===== src/assert_macros.svh =====
`ifndef ASSERT_MACROS_SVH
`define ASSERT_MACROS_SVH

// Each macro expects clk and arst_n in scope.
`define ASSERT_HOLDS(label, cond) \
	label: assert property (@(posedge clk) disable iff (!arst_n) (cond)) \
		else $error("assertion failed");

`define ASSERT_IMPL(label, ante, cons) \
	label: assert property (@(posedge clk) disable iff (!arst_n) (ante) |-> (cons)) \
		else $error("assertion failed");

`define ASSERT_NEXT(label, ante, cons) \
	label: assert property (@(posedge clk) disable iff (!arst_n) (ante) |=> (cons)) \
		else $error("assertion failed");

`endif


===== src/cstt_pkg.sv =====
package cstt_pkg;

	localparam int unsigned TABLE_ENTRIES_DEF = 128;
	localparam int unsigned PTR_W = 8;

	localparam logic [1:0] CMD_RECORD = 2'd0;
	localparam logic [1:0] CMD_CLEAR  = 2'd1;
	localparam logic [1:0] CMD_REPORT = 2'd2;
	localparam logic [1:0] CMD_READ   = 2'd3;

	localparam logic [2:0] STS_HIT     = 3'd0;
	localparam logic [2:0] STS_NEW     = 3'd1;
	localparam logic [2:0] STS_DROP    = 3'd2;
	localparam logic [2:0] STS_REPORT  = 3'd3;
	localparam logic [2:0] STS_END     = 3'd4;
	localparam logic [2:0] STS_CLEARED = 3'd5;
	localparam logic [2:0] STS_READ    = 3'd6;

	typedef struct packed {
		logic [63:0] key;
		logic [31:0] line;
	} kl_t;

	typedef struct packed {
		logic [31:0] calls;
		logic [47:0] bytes;
	} cb_t;

	typedef struct packed {
		logic             we_kl;
		logic             we_cb;
		logic [PTR_W-1:0] waddr;
		logic [PTR_W-1:0] raddr;
		kl_t              kl_wdata;
		cb_t              cb_wdata;
	} mem_req_t;

	typedef struct packed {
		logic [2:0]       status;
		logic [63:0]      entry_key;
		logic [31:0]      entry_line;
		logic [31:0]      entry_calls;
		logic [47:0]      entry_bytes;
		logic [PTR_W-1:0] entries_used;
		logic [31:0]      dropped_calls;
		logic             last;
	} out_item_t;

endpackage


===== src/cstt_ram.sv =====
module cstt_ram #(
	parameter int unsigned WIDTH = 8,
	parameter int unsigned DEPTH = cstt_pkg::TABLE_ENTRIES_DEF,
	parameter int unsigned AW    = (DEPTH > 1) ? $clog2(DEPTH) : 1
) (
	input  logic             clk,
	input  logic             we,
	input  logic [AW-1:0]    waddr,
	input  logic [WIDTH-1:0] wdata,
	input  logic [AW-1:0]    raddr,
	output logic [WIDTH-1:0] rdata
);
	logic [WIDTH-1:0] mem [DEPTH];

	always_ff @(posedge clk) begin
		if (we) begin
			mem[waddr] <= wdata;
		end
		rdata <= mem[raddr];
	end
endmodule


===== config.mk =====
export PLATFORM = sky130hd
export DESIGN_NAME = cstt_ram
export DESIGN_NICKNAME = d
export VERILOG_FILES = /design/src/assert_macros.svh /design/src/cstt_pkg.sv /design/src/cstt_ram.sv
export SDC_FILE = /design/constraint.sdc
export NUM_CORES = 1
export LEC_CHECK = 0
export ABC_AREA = 1
export BUFFER_PORTS_ARGS = -buffer_cell sky130_fd_sc_hd__buf_4
export CAP_MARGIN = 20
export CELL_PAD_IN_SITES_DETAIL_PLACEMENT = 1
export CELL_PAD_IN_SITES_GLOBAL_PLACEMENT = 2
export CORE_MARGIN = 2
export CORE_UTILIZATION = 40
export DETAILED_ROUTE_END_ITERATION = 8
export PLACE_DENSITY = 0.83
export SYNTH_ARGS = -nofsm -noshare
export SYNTH_HDL_FRONTEND = slang
export SYNTH_SLANG_ARGS = --single-unit

===== constraint.sdc =====
create_clock -name clk -period 1.5 [get_ports clk]
set_clock_uncertainty 0.1 [all_clocks]
set_input_delay 0.075 -clock clk [delete_from_list [all_inputs] [get_ports clk]]
set_output_delay 0.075 -clock clk [all_outputs]
set_load 0.05 [all_outputs]

==> impl_results.md <==
* Via count at 29.39k
* Syn nets at ~3.6k
* Core ar. at between 100000 and 150000 µm²
* Drc violations at 0
* Gr usage total at 23.79%
* Worst Max-Slew Pin Slew at ~0.6 ns
* Area grow syn2layout at 21.23%
* Clk root buf: clkbuf_16
* HP Class: in2reg
* Leakage at 0.01865 µW
* Synth cell count leaders: 1215 x nand2_1, 1024 x edfxtp_1, 931 x nand3_1
* Initial antenna violation count at 0
* Hold path startpoint: raddr[6]
* PwrDens at between 1000 and 1500 nW/µm²
* Distinct cells, synth at 14
* Fin. max-slew vios at 0
* Io pins at 32
* Hold Vio Cnt, Final at 8
* Yosys warning total at 0
* CTS buffer count at roughly 100
* Wire per inst at 24.10 µm
* Layout cells sized above 1 at 19.57%
* Top cell type's share of synthesized area at between 70% and 80%
* Crit path cell chain: nand2_1, nand3_4, nand3_4, nand3_4, nand2_2, nand2_1, nand3_2, nand2_2, nand2_2, nand2_1
* Min Tclk post-route at 1.523 ns
* Mapped Area at 42100 µm²
* Setup ws final at -0.02253 ns
* Critical R2R Capture: rdata[2]
* Startpoint types: flop
* Htree depth at 3
* Worst hold slack at -0.3856 ns
* Critical path arrival at 1.98 ns
* Vias in the first global route at 30.67k
* Seq cells post-synth at 1032
* Post-CTS setup buffers at 0
* Filler cells at 10.90k
* RSZ-0062 raised after global routing: true
* Slew HR at 60.10%
* Largest net degree at the start of global routing at around 100
* Detailed placer's ending HPWL at between 80000 and 90000 µm
* Synth top area cells: edfxtp_1 73%, nand3_1 11%, nand2_1 11%
* Starting Density at 40.17%
* # Max-Cap Violations at 0
* Setup violators final at 1
* Failing checks: negative hold slack, negative setup slack
* Period utilisation layout at 101.5%
* Flop2flop setup slack at -0.02 ns
* Total die area at 107900 µm²
* Routability Congestion at ~0.81
* Final WL at 129100 µm
* Worst setup startpoint: mem[88][2]
* Final ANT Viol Nets at 0
* Status: finished, violations left
* Drt pass-1 iters at 5
* Cell taking the most area after synthesis: edfxtp_1
* Ant diodes at 0
* Cells after synthesis at 3575
* Post-layout nets at between 3k and 4k
* Die Wd at 328.4 µm
* CP Capture Point: rdata[2]
* FMAX at 0.6568 GHz
* Crit-path max FO at 1
* Clock Path Buffers at 3
* Crit path capture type: flop
* Worst VDD drop at between 1000 and 1500 µV
* Critical R2R Launch: mem[88][2]
* Most frequent cell after synthesis: nand2_1
* Sequential standard cell area at 30930 µm²
* Clk_lat worst skew at 0.70 ns
* Final core occ at 48.70%
* Post-synth top flop: edfxtp_1
* TritonCTS clock tree: yes
* Post-CTS Hold Buffers at 8
* Crit-path slowest cell: edfxtp_1
* Critical path type: reg2reg
* Sink Count at 1032
* Post-synthesis async set-or-reset flop share at 0%
* Syn Area/Cell at 11.78 µm²
* Die height at 328.4 µm
* Multi-input gate area at 10730 µm²
* Sequential area share after synthesis at 73.41%
* Port Buffers at 31
* Gr ovfl total at 0
* DRT iter0 DRCs at 2592
* Vias per std cell at 5.485
* Reg clk slew, reported paths at 0.06 ns
* R2r worst-path depth at 10
* Number of synthesized flops with an enable pin at 1024
* Row Count at 119
* WP data required at 1.96 ns
* First-pass GRT wire length at 193000 µm
* CP max stage delay at 0.35 ns
where the power goes:
group          internal, µW  total (µW)  switching [µW]
sequential            31800       31900             105
combinational          1530        4870            3340
clock                 15000       26100           11100
total                 48400       62900           14500
timing repair:
action,CTS,global route
endpoints found under the setup margin,16,8
gates resized for setup,75,157
pin swaps,8,59
cloned,0,0
endpoints found under the hold margin,986,8
routing by layer:
layer,global-route usage (%),vias to the layer above,routed length [µm]
li1,-,13210,-
met1,32.28,15120,55090
met2,40.10,873,63700
met3,3.124,188,6954
met4,6.810,0,3353
met5,0,-,0
worst max-delay path: cells and delay by family, from the launching register on:
kind | cells | cell delay, ns
DFF | 1 | 0.35
and+or+nand+nor | 10 | 0.95
flip-flops by register name (all words and copies together), names as in the netlist:
register  cells
mem        1024
rdata         8
kinds of logic (layout without fill, tap and decap cells):
family / count (synthesis) / after routing / share of synthesized area (%)
AND/OR/NAND/NOR: 2288 / 2288 / 23.19
flip-flops: 1032 / 1032 / 73.41
buffers and inverters: 255 / 646 / 3.400
per-stage QoR:
| stage | std cells | TNS (ns) | setup WS [ns] | power (µW) | area [µm²] |
|---|---|---|---|---|---|
| 6_report | 5357 | -0.02253 | -0.02253 | 62910 | 51040 |
| 5_1_grt | 5357 | -0.3189 | -0.05948 | 64580 | 51040 |
| 4_1_cts | 5357 | -0.07210 | -0.03721 | 62960 | 50310 |
| 3_5_place_dp | 5159 | -144.07 | -0.5140 | 37060 | 46590 |
| 3_3_place_gp | 5159 | -108.45 | -0.4758 | 36960 | 46590 |
| 2_1_floorplan | 3575 | -17.26 | -0.03083 | 34680 | 42100 |
worst min path at each step:
stage / endpoint / depth (start not counted)
final: rdata[6] / 3
after global routing: rdata[5] / 3
after CTS: rdata[5] / 3
after detailed placement: rdata[5] / 3
after global placement: rdata[6] / 3
after floorplan: mem[0][0] / 0
area by class of cell:
cell class                      count  area share [%]
Sequential cell                  1032           60.60
Multi-Input combinational cell   2288           21.01
Timing Repair Buffer              432           8.173
Clock buffer                      124           5.287
Tap cell                         1391           3.410
Clock inverter                     66           1.292
Inverter                           24          0.2280
layout by cell type (no fill, tap or decap), drive strengths merged, types with 13 or more instances in the layout:
| master | netlist | layout |
|---|---|---|
| nand3 | 931 | 931 |
| clkbuf | 34 | 124 |
| nand2 | 1215 | 1215 |
| inv | 24 | 26 |
| bufinv | 0 | 13 |
| edfxtp | 1024 | 1024 |
| nor2 | 134 | 134 |
| buf | 197 | 424 |
| clkinv | 0 | 48 |
Note: power is estimated with default switching activity, not from simulation.
