==> src/assert_macros.svh <==
`ifndef ASSERT_MACROS_SVH
`define ASSERT_MACROS_SVH

// Each macro expects clk and arst_n in scope.
`define ASSERT_HOLDS(label, cond) \
	label: assert property (@(posedge clk) disable iff (!arst_n) (cond)) \
		else $error("assertion failed");

`define ASSERT_IMPL(label, ante, cons) \
	label: assert property (@(posedge clk) disable iff (!arst_n) (ante) |-> (cons)) \
		else $error("assertion failed");

`define ASSERT_NEXT(label, ante, cons) \
	label: assert property (@(posedge clk) disable iff (!arst_n) (ante) |=> (cons)) \
		else $error("assertion failed");

`endif

==> src/cstt_pkg.sv <==
package cstt_pkg;

	localparam int unsigned TABLE_ENTRIES_DEF = 128;
	localparam int unsigned PTR_W = 8;

	localparam logic [1:0] CMD_RECORD = 2'd0;
	localparam logic [1:0] CMD_CLEAR  = 2'd1;
	localparam logic [1:0] CMD_REPORT = 2'd2;
	localparam logic [1:0] CMD_READ   = 2'd3;

	localparam logic [2:0] STS_HIT     = 3'd0;
	localparam logic [2:0] STS_NEW     = 3'd1;
	localparam logic [2:0] STS_DROP    = 3'd2;
	localparam logic [2:0] STS_REPORT  = 3'd3;
	localparam logic [2:0] STS_END     = 3'd4;
	localparam logic [2:0] STS_CLEARED = 3'd5;
	localparam logic [2:0] STS_READ    = 3'd6;

	typedef struct packed {
		logic [63:0] key;
		logic [31:0] line;
	} kl_t;

	typedef struct packed {
		logic [31:0] calls;
		logic [47:0] bytes;
	} cb_t;

	typedef struct packed {
		logic             we_kl;
		logic             we_cb;
		logic [PTR_W-1:0] waddr;
		logic [PTR_W-1:0] raddr;
		kl_t              kl_wdata;
		cb_t              cb_wdata;
	} mem_req_t;

	typedef struct packed {
		logic [2:0]       status;
		logic [63:0]      entry_key;
		logic [31:0]      entry_line;
		logic [31:0]      entry_calls;
		logic [47:0]      entry_bytes;
		logic [PTR_W-1:0] entries_used;
		logic [31:0]      dropped_calls;
		logic             last;
	} out_item_t;

endpackage

==> src/cstt_in_if.sv <==
interface cstt_in_if;
	import cstt_pkg::*;

	logic             valid;
	logic             ready;
	logic [1:0]       command;
	logic [63:0]      site_key;
	logic [31:0]      site_line;
	logic [31:0]      byte_count;
	logic [5:0]       report_limit;
	logic [PTR_W-1:0] entry_index;

	modport source (
		output valid, command, site_key, site_line, byte_count, report_limit, entry_index,
		input  ready
	);
	modport sink (
		input  valid, command, site_key, site_line, byte_count, report_limit, entry_index,
		output ready
	);
endinterface

==> src/cstt_out_if.sv <==
interface cstt_out_if;
	import cstt_pkg::*;

	logic             valid;
	logic             ready;
	logic [2:0]       status;
	logic [63:0]      entry_key;
	logic [31:0]      entry_line;
	logic [31:0]      entry_calls;
	logic [47:0]      entry_bytes;
	logic [PTR_W-1:0] entries_used;
	logic [31:0]      dropped_calls;
	logic             last;

	modport source (
		output valid, status, entry_key, entry_line, entry_calls, entry_bytes,
		       entries_used, dropped_calls, last,
		input  ready
	);
	modport sink (
		input  valid, status, entry_key, entry_line, entry_calls, entry_bytes,
		       entries_used, dropped_calls, last,
		output ready
	);
endinterface

==> src/cstt_seq.sv <==
`include "assert_macros.svh"

module cstt_seq #(
	parameter int unsigned TABLE_ENTRIES = cstt_pkg::TABLE_ENTRIES_DEF
) (
	input  logic                clk,
	input  logic                arst_n,
	cstt_in_if.sink             request,
	cstt_out_if.source          result,
	output cstt_pkg::mem_req_t  mreq,
	input  cstt_pkg::kl_t       kl_rd,
	input  cstt_pkg::cb_t       cb_rd
);
	import cstt_pkg::*;

	localparam logic [PTR_W-1:0] TE8 = PTR_W'(TABLE_ENTRIES);

	localparam logic [3:0] ST_IDLE  = 4'd0;
	localparam logic [3:0] ST_RSCAN = 4'd1;
	localparam logic [3:0] ST_RMISS = 4'd2;
	localparam logic [3:0] ST_RUPD  = 4'd3;
	localparam logic [3:0] ST_CLR   = 4'd4;
	localparam logic [3:0] ST_READ  = 4'd5;
	localparam logic [3:0] ST_READW = 4'd6;
	localparam logic [3:0] ST_PSCAN = 4'd7;
	localparam logic [3:0] ST_PDONE = 4'd8;

	// control
	logic [3:0]       state_q;
	logic [PTR_W-1:0] ptr_q;
	logic             cmp_vld_s1;
	logic [PTR_W-1:0] used_q;
	logic [31:0]      drop_q;
	logic [5:0]       rpt_n_q;
	logic             ov_q;

	// payload
	logic [63:0]      key_q;
	logic [31:0]      line_q;
	logic [31:0]      bytes_in_q;
	logic [5:0]       lim_q;
	logic [PTR_W-1:0] idx_q;
	logic [PTR_W-1:0] cmp_idx_s1;
	logic [PTR_W-1:0] best_idx_q;
	logic [31:0]      peak_calls_q;
	logic [63:0]      best_key_q;
	logic [31:0]      best_line_q;
	logic [47:0]      best_bytes_q;
	out_item_t        out_q;

	logic             acc;
	logic             issue;
	logic             match;
	logic             better;
	logic             full;
	logic             slot_free;
	logic             rpt_row;
	logic             emit;
	logic [31:0]      drop_inc;
	logic [31:0]      upd_calls;
	logic [48:0]      bsum;
	logic [47:0]      upd_bytes;
	out_item_t        res_d;

	assign acc       = request.valid && request.ready;
	assign issue     = ptr_q < used_q;
	assign match     = cmp_vld_s1 && (kl_rd.key == key_q) && (kl_rd.line == line_q);
	assign better    = cmp_vld_s1 && (cb_rd.calls > peak_calls_q);
	assign full      = used_q >= TE8;
	assign slot_free = !ov_q || result.ready;
	assign rpt_row   = (peak_calls_q != 32'd0) && (rpt_n_q != lim_q);
	assign drop_inc  = (drop_q == '1) ? drop_q : drop_q + 32'd1;
	assign upd_calls = (peak_calls_q == '1) ? peak_calls_q : peak_calls_q + 32'd1;
	assign bsum      = {1'b0, best_bytes_q} + 49'(bytes_in_q);
	assign upd_bytes = bsum[48] ? '1 : bsum[47:0];

	assign request.ready = (state_q == ST_IDLE);

	always_comb begin
		emit                = 1'b0;
		res_d               = '0;
		res_d.entries_used  = used_q;
		res_d.dropped_calls = drop_q;
		res_d.last          = 1'b1;
		mreq                = '0;
		mreq.raddr          = ptr_q;
		case (state_q)
			ST_RMISS: begin
				emit = slot_free;
				if (full) begin
					res_d.status        = STS_DROP;
					res_d.dropped_calls = drop_inc;
				end else begin
					mreq.we_kl          = slot_free;
					mreq.we_cb          = slot_free;
					mreq.waddr          = used_q;
					mreq.kl_wdata.key   = key_q;
					mreq.kl_wdata.line  = line_q;
					mreq.cb_wdata.calls = 32'd1;
					mreq.cb_wdata.bytes = 48'(bytes_in_q);
					res_d.status        = STS_NEW;
					res_d.entry_key     = key_q;
					res_d.entry_line    = line_q;
					res_d.entry_calls   = 32'd1;
					res_d.entry_bytes   = 48'(bytes_in_q);
					res_d.entries_used  = used_q + PTR_W'(1);
				end
			end
			ST_RUPD: begin
				emit                = slot_free;
				mreq.we_cb          = slot_free;
				mreq.waddr          = best_idx_q;
				mreq.cb_wdata.calls = upd_calls;
				mreq.cb_wdata.bytes = upd_bytes;
				res_d.status        = STS_HIT;
				res_d.entry_key     = best_key_q;
				res_d.entry_line    = best_line_q;
				res_d.entry_calls   = upd_calls;
				res_d.entry_bytes   = upd_bytes;
			end
			ST_CLR: begin
				if (issue) begin
					mreq.we_cb = 1'b1;
					mreq.waddr = ptr_q;
				end else begin
					emit                = slot_free;
					res_d.status        = STS_CLEARED;
					res_d.dropped_calls = 32'd0;
				end
			end
			ST_READ: begin
				mreq.raddr = idx_q;
			end
			ST_READW: begin
				mreq.raddr   = idx_q;
				emit         = slot_free;
				res_d.status = STS_READ;
				if (idx_q < used_q) begin
					res_d.entry_key   = kl_rd.key;
					res_d.entry_line  = kl_rd.line;
					res_d.entry_calls = cb_rd.calls;
					res_d.entry_bytes = cb_rd.bytes;
				end
			end
			ST_PDONE: begin
				emit = slot_free;
				if (rpt_row) begin
					// zero the calls of the emitted entry, keep its bytes
					mreq.we_cb          = slot_free;
					mreq.waddr          = best_idx_q;
					mreq.cb_wdata.bytes = best_bytes_q;
					res_d.status        = STS_REPORT;
					res_d.entry_key     = best_key_q;
					res_d.entry_line    = best_line_q;
					res_d.entry_calls   = peak_calls_q;
					res_d.entry_bytes   = best_bytes_q;
					res_d.last          = 1'b0;
				end else begin
					res_d.status = STS_END;
				end
			end
			default: begin
			end
		endcase
	end

	always_ff @(posedge clk or negedge arst_n) begin
		if (!arst_n) begin
			state_q    <= ST_IDLE;
			ptr_q      <= '0;
			cmp_vld_s1 <= 1'b0;
			used_q     <= '0;
			drop_q     <= '0;
			rpt_n_q    <= '0;
			ov_q       <= 1'b0;
		end else begin
			if (emit) begin
				ov_q <= 1'b1;
			end else if (result.ready) begin
				ov_q <= 1'b0;
			end
			case (state_q)
				ST_IDLE: begin
					if (acc) begin
						ptr_q      <= '0;
						cmp_vld_s1 <= 1'b0;
						rpt_n_q    <= '0;
						case (request.command)
							CMD_RECORD: state_q <= ST_RSCAN;
							CMD_CLEAR:  state_q <= ST_CLR;
							CMD_REPORT: state_q <= ST_PSCAN;
							default:    state_q <= ST_READ;
						endcase
					end
				end
				ST_RSCAN: begin
					if (match) begin
						state_q <= ST_RUPD;
					end else if (!issue) begin
						state_q <= ST_RMISS;
					end else begin
						ptr_q      <= ptr_q + PTR_W'(1);
						cmp_vld_s1 <= 1'b1;
					end
				end
				ST_RMISS: begin
					if (slot_free) begin
						if (full) begin
							drop_q <= drop_inc;
						end else begin
							used_q <= used_q + PTR_W'(1);
						end
						state_q <= ST_IDLE;
					end
				end
				ST_RUPD: begin
					if (slot_free) begin
						state_q <= ST_IDLE;
					end
				end
				ST_CLR: begin
					if (issue) begin
						ptr_q <= ptr_q + PTR_W'(1);
					end else if (slot_free) begin
						drop_q  <= '0;
						state_q <= ST_IDLE;
					end
				end
				ST_READ: begin
					state_q <= ST_READW;
				end
				ST_READW: begin
					if (slot_free) begin
						state_q <= ST_IDLE;
					end
				end
				ST_PSCAN: begin
					if (issue) begin
						ptr_q      <= ptr_q + PTR_W'(1);
						cmp_vld_s1 <= 1'b1;
					end else begin
						// drain the last compare before deciding
						cmp_vld_s1 <= 1'b0;
						if (!cmp_vld_s1) begin
							state_q <= ST_PDONE;
						end
					end
				end
				ST_PDONE: begin
					if (slot_free) begin
						if (rpt_row) begin
							rpt_n_q    <= rpt_n_q + 6'd1;
							ptr_q      <= '0;
							cmp_vld_s1 <= 1'b0;
							state_q    <= ST_PSCAN;
						end else begin
							state_q <= ST_IDLE;
						end
					end
				end
				default: begin
					state_q <= ST_IDLE;
				end
			endcase
		end
	end

	always_ff @(posedge clk) begin
		cmp_idx_s1 <= ptr_q;
		if (acc) begin
			key_q        <= request.site_key;
			line_q       <= request.site_line;
			bytes_in_q   <= request.byte_count;
			lim_q        <= request.report_limit;
			idx_q        <= request.entry_index;
			peak_calls_q <= '0;
		end
		if ((state_q == ST_RSCAN && match) || (state_q == ST_PSCAN && better)) begin
			best_idx_q   <= cmp_idx_s1;
			best_key_q   <= kl_rd.key;
			best_line_q  <= kl_rd.line;
			peak_calls_q <= cb_rd.calls;
			best_bytes_q <= cb_rd.bytes;
		end
		if (state_q == ST_PDONE && slot_free) begin
			peak_calls_q <= '0;
		end
		if (emit) begin
			out_q <= res_d;
		end
	end

	assign result.valid         = ov_q;
	assign result.status        = out_q.status;
	assign result.entry_key     = out_q.entry_key;
	assign result.entry_line    = out_q.entry_line;
	assign result.entry_calls   = out_q.entry_calls;
	assign result.entry_bytes   = out_q.entry_bytes;
	assign result.entries_used  = out_q.entries_used;
	assign result.dropped_calls = out_q.dropped_calls;
	assign result.last          = out_q.last;

	`ASSERT_HOLDS(a_used_bound, used_q <= TE8)
	`ASSERT_NEXT(a_used_mono, 1'b1, used_q >= $past(used_q))
	`ASSERT_IMPL(a_ptr_bound, state_q == ST_RSCAN || state_q == ST_PSCAN || state_q == ST_CLR, ptr_q <= used_q)
	`ASSERT_IMPL(a_rpt_bound, state_q == ST_PDONE, rpt_n_q <= lim_q)
	`ASSERT_NEXT(a_last_idle, emit && res_d.last, state_q == ST_IDLE)
endmodule

==> src/flat_wrapper.sv <==
// flat-port wrapper written by rule: the top's interface ports become plain ports
module cstt_seq_flat import cstt_pkg::*;
#(
	parameter int unsigned TABLE_ENTRIES = cstt_pkg::TABLE_ENTRIES_DEF
)
  (clk, arst_n, mreq, kl_rd, cb_rd, request_valid, request_command, request_site_key, request_site_line, request_byte_count, request_report_limit, request_entry_index, request_ready, result_valid, result_status, result_entry_key, result_entry_line, result_entry_calls, result_entry_bytes, result_entries_used, result_dropped_calls, result_last, result_ready);
  cstt_in_if request_i ();
  cstt_out_if result_i ();
  input  logic clk;
  input  logic arst_n;
  output cstt_pkg::mem_req_t mreq;
  input  cstt_pkg::kl_t kl_rd;
  input  cstt_pkg::cb_t cb_rd;
  input wire logic [$bits(request_i.valid)-1:0] request_valid;
  input wire logic [$bits(request_i.command)-1:0] request_command;
  input wire logic [$bits(request_i.site_key)-1:0] request_site_key;
  input wire logic [$bits(request_i.site_line)-1:0] request_site_line;
  input wire logic [$bits(request_i.byte_count)-1:0] request_byte_count;
  input wire logic [$bits(request_i.report_limit)-1:0] request_report_limit;
  input wire logic [$bits(request_i.entry_index)-1:0] request_entry_index;
  output wire logic [$bits(request_i.ready)-1:0] request_ready;
  output wire logic [$bits(result_i.valid)-1:0] result_valid;
  output wire logic [$bits(result_i.status)-1:0] result_status;
  output wire logic [$bits(result_i.entry_key)-1:0] result_entry_key;
  output wire logic [$bits(result_i.entry_line)-1:0] result_entry_line;
  output wire logic [$bits(result_i.entry_calls)-1:0] result_entry_calls;
  output wire logic [$bits(result_i.entry_bytes)-1:0] result_entry_bytes;
  output wire logic [$bits(result_i.entries_used)-1:0] result_entries_used;
  output wire logic [$bits(result_i.dropped_calls)-1:0] result_dropped_calls;
  output wire logic [$bits(result_i.last)-1:0] result_last;
  input wire logic [$bits(result_i.ready)-1:0] result_ready;
  assign request_i.valid = request_valid;
  assign request_i.command = request_command;
  assign request_i.site_key = request_site_key;
  assign request_i.site_line = request_site_line;
  assign request_i.byte_count = request_byte_count;
  assign request_i.report_limit = request_report_limit;
  assign request_i.entry_index = request_entry_index;
  assign request_ready = request_i.ready;
  assign result_valid = result_i.valid;
  assign result_status = result_i.status;
  assign result_entry_key = result_i.entry_key;
  assign result_entry_line = result_i.entry_line;
  assign result_entry_calls = result_i.entry_calls;
  assign result_entry_bytes = result_i.entry_bytes;
  assign result_entries_used = result_i.entries_used;
  assign result_dropped_calls = result_i.dropped_calls;
  assign result_last = result_i.last;
  assign result_i.ready = result_ready;
  cstt_seq #(.TABLE_ENTRIES(TABLE_ENTRIES)) u_core (.clk(clk), .arst_n(arst_n), .request(request_i), .result(result_i), .mreq(mreq), .kl_rd(kl_rd), .cb_rd(cb_rd));
endmodule
==> config.mk <==
export PLATFORM = sky130hd
export DESIGN_NAME = cstt_seq_flat
export DESIGN_NICKNAME = d
export VERILOG_FILES = /design/src/cstt_pkg.sv /design/src/cstt_in_if.sv /design/src/cstt_out_if.sv /design/src/cstt_seq.sv /design/src/flat_wrapper.sv
export VERILOG_INCLUDE_DIRS = /design/src /design/src/src
export SDC_FILE = /design/constraint.sdc
export NUM_CORES = 1
export LEC_CHECK = 0
export ABC_CLOCK_PERIOD_IN_PS = 11160
export BUFFER_PORTS_ARGS = -buffer_cell sky130_fd_sc_hd__buf_2
export CORE_AREA = 2 2 292 294
export DETAILED_ROUTE_END_ITERATION = 8
export DIE_AREA = 0 0 294 296
export MAX_ROUTING_LAYER = met4
export SYNTH_ARGS = -nofsm -noshare
export SYNTH_HDL_FRONTEND = slang
export SYNTH_SLANG_ARGS = --single-unit
==> constraint.sdc <==
create_clock -name clk -period 11.16 [get_ports clk]
set_clock_uncertainty 0.15 [all_clocks]
set_input_delay 2.232 -clock clk [delete_from_list [all_inputs] [get_ports clk]]
set_output_delay 2.232 -clock clk [all_outputs]
set_load 0.02 [all_outputs]
==> results by group, run 1 <==
Yosys
  • Post-Synthesis Cells: 2,603
  • Yosys cell types: 85
  • Yosys warns: 0
  • Mapped cell area: 30,280 sq um
  • Seq/Total Area, Yosys: 58.57%
  • Synth Register Bits: 614
  • Most used DFF post-synth: edfxtp_1
  • Number of synthesized flops with an enable pin: 514
  • Ys async rst share: 9.772%
  • Avg Cell Area, Syn: 11.63 sq um
  • Syn Nets: 3,014

Cells and area
  • Final net count: 3,724
  • Most frequent cells in the layout: buf_2, edfxtp_1, nand2_1
  • Most common cell after layout, fill and taps aside: buf_2
  • Fillers: 8,047
  • Final core utilization: 44.50%
  • Layout cells sized above 1: 27.88%
  • Area growth syn-to-layout: 23.73%

Clocking
  • CTS H-tree depth: 3
  • CTS root buf: clkbuf_16
  • Post-CTS setup buffers: 0
  • Worst skew pair latency: 0.63 ns
  • Clock Path Buffers: 3
  • Num CTS Buffers: 73
  • Post-CTS sizing: 0
  • Clock sink count: 614
  • CTS tree: built
  • CTS Hold Buffers Added: 0
  • Clk slew on worst S/H paths: ~0.060 ns

Timing
  • Final Hold Vio Count: 0
  • Tcrit/Tclk final: about two thirds
  • Max transition margin: 17.10%
  • FMAX: roughly 0.13 GHz
  • Min cycle time layout: between 7 and 8 ns
  • Final Hold Slack: 0.2515 ns
  • Slew Limit Fails: 0
  • Final setup vio count: 0
  • RSZ-0062 raised after global routing: false
  • Fin Setup TNS: 0 ns
  • Slew of the pin with the lowest slew margin: 1.239 ns
  • PnR worst setup slack: around 3.7 ns

Floorplan
  • Die Y: 296 um
  • Die area: 87,020 sq um
  • Site Rows: 107
  • Die width: about 290 um
  • Starting Density: between 30% and 40%
  • Core area: 84,210 sq um
  • Ports: 740

Worst setup path
  • Critical Path RT: 8.78 ns
  • WP data arrival: 5.03 ns
  • Worst setup SP type: flip-flop
  • Max incr delay on CP: roughly 0.86 ns
  • Worst R2R Path Depth: 11
  • CP Cell Sequence: nor2_1 > nand3_2 > nand2_4 > buf_4 > nor2_1 > o31ai_1 > buf_2
  • Crit Path Class: reg -> out
  • Most frequent CP cell: nor2_1
  • CP Capture Type: output pin
  • CP max FO: 68
  • Crit-path slowest cell: nand2_4

Hold path
  • Hold path cells: 0
  • HP Class: reg -> reg

Route
  • Drt wl/cell: roughly 25 um
  • Antenna Nets Post-Route: 0
  • 1st-iter DRT viols: 2,096
  • Drc violations: 0
  • Via density: 5.547
  • First-pass detailed-route iteration total: 6
  • Routed Wire Length: 110,200 um
  • DR vias: 24,867

Placed design
  • Post-DP HPWL: slightly above 80,000 um
  • Pre-CTS WS: 4.545 ns
  • RD Place Congestion: around 0.9
  • IO buf count: 739

Global route
  • Gr usage total: 25.09%
  • Largest net degree at the start of global routing: 104
  • Initial antenna violation count: 13
  • Total gr overflow: 0
  • Vias in the first global route: 23,571
  • First-pass GRT wire length: approximately 160,000 um

Power
  • PwrDens: 253.3 nW/um^2
  • P_leak: ~16 nW
  • Peak VDD IR: 233.1 uV

Status
  • Outcome: finished, final reports clean

Run
  • Max cap viols: 0
-- per-layer routing --
layer | wire (um) | up-vias | track usage [%] | part of all wire (%)
met1 | 44800 | 12223 | 31.69 | 41
met5 | 0 | - | - | 0
met3 | 8746 | 199 | 5.299 | 7.9
met4 | 4253 | 0 | 9.134 | 3.9
met2 | 52370 | 1122 | 39.80 | 48
li1 | - | 11323 | - | -
-- cell usage after synthesis (4+ instances only) --
master / instances / area [sq um]
a2111oi_0: 12 / 105.1
a211oi_1: 6 / 45.04
a21o_1: 59 / 442.9
a21oi_1: 116 / 580.6
a221o_1: 54 / 540.5
a221oi_1: 102 / 893.4
a222oi_1: 8 / 80.08
a22o_1: 4 / 35.03
a22oi_1: 6 / 45.04
a31oi_1: 23 / 143.9
a41oi_1: 5 / 43.79
and2_1: 97 / 606.8
and3_1: 63 / 394.1
and4_1: 10 / 87.58
buf_1: 12 / 45.04
buf_2: 12 / 60.06
buf_6: 8 / 90.09
clkbuf_1: 100 / 375.4
dfrtp_1: 60 / 1501
dfxtp_1: 40 / 800.8
edfxtp_1: 514 / 15430
ha_1: 86 / 1076
inv_1: 187 / 701.9
mux2_2: 39 / 439.2
nand2_1: 196 / 735.7
nand2b_1: 17 / 106.4
nand3_1: 68 / 340.3
nand4_1: 45 / 281.5
nor2_1: 108 / 405.4
nor2b_1: 37 / 231.5
nor3_1: 42 / 210.2
nor4_1: 31 / 193.9
o211ai_1: 14 / 105.1
o21a_1: 6 / 45.04
o21ai_0: 132 / 660.6
o21bai_1: 5 / 37.54
o22ai_1: 7 / 43.79
o31ai_1: 44 / 330.3
or2_2: 4 / 25.02
or3_1: 14 / 87.58
or4_1: 5 / 37.54
xnor2_1: 66 / 578.1
xor2_1: 72 / 630.6
-- sequential cells by signal (all words and copies together), names as in the netlist, 32 cells and up --
signal,cells
u_core.best_line_q,32
u_core.line_q,32
u_core.drop_q,32
u_core.result.entry_key,64
u_core.peak_calls_q,32
u_core.bytes_in_q,32
u_core.result.dropped_calls,32
u_core.result.entry_calls,32
u_core.result.entry_line,32
u_core.result.entry_bytes,48
u_core.best_bytes_q,48
u_core.key_q,64
u_core.best_key_q,64
-- kinds of logic (layout without fill, tap and decap cells) --
group	Yosys count	in the layout	synth area share [%]
AOI/OAI and AO/OA	644	644	15.10
xor gates and xnor gates	138	138	3.991
adders and majority gates	87	87	3.619
buffers and inverters	323	1092	4.301
DFF	614	614	58.57
muxes	42	42	1.549
other	0	21	0
and+or+nand+nor	755	755	12.87
-- through the flow --
stage / total power, mW / std cells / cell area [sq um]
6_report: 9.490 / 4483 / 37470
5_1_grt: 9.927 / 4474 / 37450
4_1_cts: 9.557 / 4462 / 37420
3_5_place_dp: 7.183 / 4328 / 35080
3_3_place_gp: 7.169 / 4328 / 35080
2_1_floorplan: 5.801 / 2603 / 30290
-- critical path, delay by kind of cell (launching register included) --
kind	cells	cell delay [ns]
flops	1	0.60
compound gates	1	0.53
buf+inv	2	1.08
simple gates	4	2.01
-- worst paths after layout --
kind	end	slack, ns	startpoint
worst max register to register	u_core.peak_calls_q[30]$_SDFFE_PP0P_	6.38	u_core.peak_calls_q[14]$_SDFFE_PP0P_
min in group asynchronous	u_core.drop_q[29]$_DFFE_PN0P_	1.65	arst_n
worst min-delay path	u_core.best_idx_q[0]$_DFFE_PN_	0.25	u_core.cmp_idx_s1[0]$_DFF_P_
max in group asynchronous	u_core.ptr_q[5]$_DFFE_PN0P_	8.63	arst_n
worst min register to register	u_core.best_idx_q[0]$_DFFE_PN_	0.25	u_core.cmp_idx_s1[0]$_DFF_P_
worst max-delay path	mreq[192]	3.75	u_core.state_q[2]$_DFFE_PN0P_
-- where the power goes --
part / leakage [nW] / internal [mW] / switching, mW / total (mW)
sequential: 5.94 / 3.31 / 0.298 / 3.61
combinational: 8.89 / 0.996 / 2.53 / 3.52
clock: 1.13 / 1.35 / 1.01 / 2.36
total: 16.0 / 5.66 / 3.83 / 9.49
-- cell type report --
cell class	instances	area (sq um)	area share, %
timing repair buffer	770	3944	10.52
tap	1090	1364	3.640
inverter	188	710.7	1.897
multi-input combinational	1666	11320	30.22
antenna	21	52.55	0.1402
sequential	614	17740	47.34
clock inverter	32	352.8	0.9416
clock buffer	102	1987	5.303
No activity file was read; power rests on OpenSTA's default activity.
==> inputs of run 2 (changes only) <==
--- a/config.mk
+++ b/config.mk
@@ -6,11 +6,12 @@
 export SDC_FILE = /design/constraint.sdc
 export NUM_CORES = 1
 export LEC_CHECK = 0
-export ABC_CLOCK_PERIOD_IN_PS = 11160
+export ABC_AREA = 1
+export ABC_CLOCK_PERIOD_IN_PS = 7000
 export BUFFER_PORTS_ARGS = -buffer_cell sky130_fd_sc_hd__buf_2
-export CORE_AREA = 2 2 292 294
+export CORE_AREA = 2 2 284 286
 export DETAILED_ROUTE_END_ITERATION = 8
-export DIE_AREA = 0 0 294 296
+export DIE_AREA = 0 0 286 288
 export MAX_ROUTING_LAYER = met4
 export SYNTH_ARGS = -nofsm -noshare
 export SYNTH_HDL_FRONTEND = slang
==> constraint.sdc (replaced) <==
create_clock -name clk -period 7 [get_ports clk]
set_clock_uncertainty 0.15 [all_clocks]
set_input_delay 1.4 -clock clk [delete_from_list [all_inputs] [get_ports clk]]
set_output_delay 1.4 -clock clk [all_outputs]
set_load 0.02 [all_outputs]
==> run 2 against run 1 <==
Compared with the run above: critical path depth rose by 2; non-clock buffer count fell by 5; flip-flop and latch count did not move.
==> results by group, run 2 <==
Timing
  • Fin Setup TNS: 0 ns (unchanged)
  • Max transition margin: 28.04% (was 17.10%)
  • RSZ-0062 raised after global routing: false (unchanged)
  • Min cycle time layout: 5.683 ns
  • Final Hold Slack: 0.2542 ns (was 0.2515 ns)
  • Slew of the pin with the lowest slew margin: 1.076 ns (was 1.239 ns)
  • Final setup vio count: 0 (unchanged)
  • PnR worst setup slack: 1.317 ns (was 3.747 ns)
  • Final Hold Vio Count: 0 (unchanged)
  • Slew Limit Fails: 0 (unchanged)
  • FMAX: between 0.15 and 0.2 GHz
  • Tcrit/Tclk final: between 80% and 90%

Yosys
  • Cell taking the most area after synthesis: edfxtp_1 (unchanged)
  • Yosys cell types: 51 (was 85)
  • Top post-synthesis cells by area: edfxtp_1, nand2_1, inv_1 (was edfxtp_1, dfrtp_1, ha_1)
  • Synth Register Bits: 614 (unchanged)
  • Count leader, synth: nand2_1 (was edfxtp_1)
  • Mapped cell area: 32,310 sq um (was 30,280 sq um)
  • Number of synthesized flops with an enable pin: 514 (unchanged)
  • Seq/Total Area, Yosys: 54.90% (was 58.57%)
  • Most used DFF post-synth: edfxtp_1 (unchanged)
  • Top post-synthesis cells by count: nand2_1, edfxtp_1, inv_1 (was edfxtp_1, nand2_1, inv_1)
  • Post-Synthesis Cells: 3,636 (was 2,603)
  • Top cell type's share of synthesized area: 47.77% (was 50.97%)
  • Ys async rst share: 9.772% (unchanged)
  • Yosys warns: 0 (unchanged)
  • Syn Nets: 4,047 (was 3,014)
  • Avg Cell Area, Syn: 8.886 sq um (was 11.63 sq um)

Worst setup path
  • CP max FO: 67 (was 68)
  • WP data arrival: 4.13 ns (was 5.03 ns)
  • Critical Path RT: 5.45 ns (was 8.78 ns)
  • WP buf/inv: 4 (was 2)
  • CP Capture Type: output pin (unchanged)
  • Crit-path slowest cell: nor2_4 (was nand2_4)
  • RR Startpoint: u_core.key_q[36]$_DFFE_PP_ (was u_core.peak_calls_q[14]$_SDFFE_PP0P_)
  • Crit Path Class: reg -> out (unchanged)
  • Delay-heaviest family, CP: buffers and inverters (was simple AND/OR/NAND/NOR gates)
  • Max incr delay on CP: 0.51 ns (was 0.86 ns)
  • Most frequent CP cell: nor2_1 (unchanged)
  • Worst setup SP type: flip-flop (unchanged)
  • Crit. Startpoint: u_core.state_q[2]$_DFFE_PN0P_ (unchanged)
  • CP Cell Sequence: nor2_1 > nand2_1 > nor2_4 > inv_4 > nor2_8 > clkinv_2 > buf_12 > nor2_1 > buf_2 (was nor2_1 > nand3_2 > nand2_4 > buf_4 > nor2_1 > o31ai_1 > buf_2)

Clocking
  • Post-CTS sizing: 0 (unchanged)
  • CTS root buf: clkbuf_16 (unchanged)
  • Worst skew pair latency: 0.64 ns (was 0.63 ns)
  • Clock Path Buffers: 3 (unchanged)
  • Clk slew on worst S/H paths: 0.06 ns (about the same)
  • CTS Hold Buffers Added: 0 (unchanged)
  • CTS tree: built (unchanged)
  • CTS H-tree depth: 3 (unchanged)
  • Post-CTS setup buffers: 0 (unchanged)
  • Clock sink count: 614 (unchanged)
  • Num CTS Buffers: 72 (was 73)

Power
  • Peak VDD IR: 315.4 uV (was 233.1 uV)
  • Combinational group share of total power: 29.4% (was 37.1%)
  • Cell Int Power: 8.328 mW (was 5.660 mW)
  • Pwr Total: 13.22 mW (was 9.490 mW)
  • Seq pwr share: 40.5% (was 38.0%)
  • Clock Power Share: 30.1% (was 24.8%)
  • PwrDens: 332.9 nW/um^2 (was 253.3 nW/um^2)
  • Sw Share: 37.00% (was 40.36%)
  • P_leak: 17.98 nW (was 15.96 nW)
  • Psw: 4.891 mW (was 3.830 mW)

Status
  • Outcome: finished, final reports clean (unchanged)

Route
  • Drt wl/cell: 22.35 um (was 24.57 um)
  • Drc violations: 0 (unchanged)
  • DR vias: 29,119 (was 24,867)
  • Routed Wire Length: 123,100 um (was 110,200 um)
  • Via density: 5.285 (was 5.547)
  • 1st-iter DRT viols: 2,702 (was 2,096)
  • First-pass detailed-route iteration total: 6 (unchanged)
  • Antenna Nets Post-Route: 0 (unchanged)

Floorplan
  • Core area: 79,640 sq um (was 84,210 sq um)
  • Die Y: 288 um (was 296 um)
  • Die area: 82,370 sq um (was 87,020 sq um)
  • Die width: 286 um (was 294 um)
  • Starting Density: 40.57% (was 35.96%)
  • Ports: 740 (unchanged)
  • Site Rows: 104 (was 107)

Cells and area
  • Final net count: 4,781 (was 3,724)
  • Most common cell after layout, fill and taps aside: nand2_1 (was buf_2)
  • Non-filler cells, final: 5,510 (was 4,483)
  • Layout cells sized above 1: 21.13% (was 27.88%)
  • Fin area: 39,710 sq um (was 37,470 sq um)
  • Final core utilization: 49.87% (was 44.50%)
  • Most frequent cells in the layout: nand2_1, buf_2, edfxtp_1 (was buf_2, edfxtp_1, nand2_1)
  • Area growth syn-to-layout: 22.91% (was 23.73%)

Placed design
  • Pre-CTS WS: 1.452 ns (was 4.545 ns)
  • Placed Area: 37,140 sq um (was 35,080 sq um)
  • Post-DP HPWL: 92,280 um (was 81,240 um)
  • Inst Count DP: 5,356 (was 4,328)
  • IO buf count: 739 (unchanged)
  • RD Place Congestion: 1.032 (was 0.9235)

Hold path
  • HP Class: reg -> reg (unchanged)
  • Hold path start: u_core.cmp_idx_s1[6]$_DFF_P_ (was u_core.cmp_idx_s1[0]$_DFF_P_)

Run
  • Max cap viols: 0 (unchanged)

Global route
  • Vias in the first global route: 27,822 (was 23,571)
  • Total gr overflow: 0 (unchanged)
  • Largest net degree at the start of global routing: 95 (was 104)
  • Gr usage total: 29.53% (was 25.09%)
  • Initial antenna violation count: 25 (was 13)
  • First-pass GRT wire length: 176,900 um (was 158,300 um)
==> run 2: metal layers <==
metal	routed length [um]	track usage [%]
met5	0	-
met4	4104	10.45
met3	9853	5.491
met2	58960	47.22
met1	50220	37.60
==> run 2: final cells by class <==
cell class / instances / area (sq um)
sequential: 614 / 17740
clock inverter: 41 / 625.6
fill: 7638 / 39920
inverter: 442 / 1670
clock buffer: 87 / 1878
multi-input combinational: 2475 / 12450
timing repair buffer: 765 / 3956
antenna: 26 / 65.06
tap: 1060 / 1326
==> run 2: power groups by stage <==
stage	logic [mW]	clock network, mW	registers (mW)
6_report	3.89	3.97	5.36
5_1_grt	4.19	4.16	5.43
4_1_cts	3.89	4.04	5.35
3_5_place_dp	3.88	0	5.41
3_3_place_gp	3.86	0	5.41
2_1_floorplan	1.77	0	5.97
==> run 2: cells by family after synthesis <==
kind of cell	count (synthesis)	synth area share (%)
simple gates	1724	22.50
flops	614	54.90
compound gates	557	9.623
buf+inv	547	6.684
xor+xnor	107	2.901
fa+ha+maj	87	3.392
==> run 2: path summary, 6_finish.rpt <==
path | slack, ns | cells past startpoint | endpoint
max | 1.32 | 9 | mreq[127]
min | 0.25 | 0 | u_core.best_idx_q[6]$_DFFE_PN_
max reg2reg | 2.70 | 12 | u_core.best_key_q[46]$_DFFE_PN_
min reg2reg | 0.25 | 0 | u_core.best_idx_q[6]$_DFFE_PN_
max in group asynchronous | 5.30 | 2 | u_core.used_q[7]$_DFFE_PN0P_
min in group asynchronous | 0.80 | 2 | u_core.ptr_q[6]$_DFFE_PN0P_
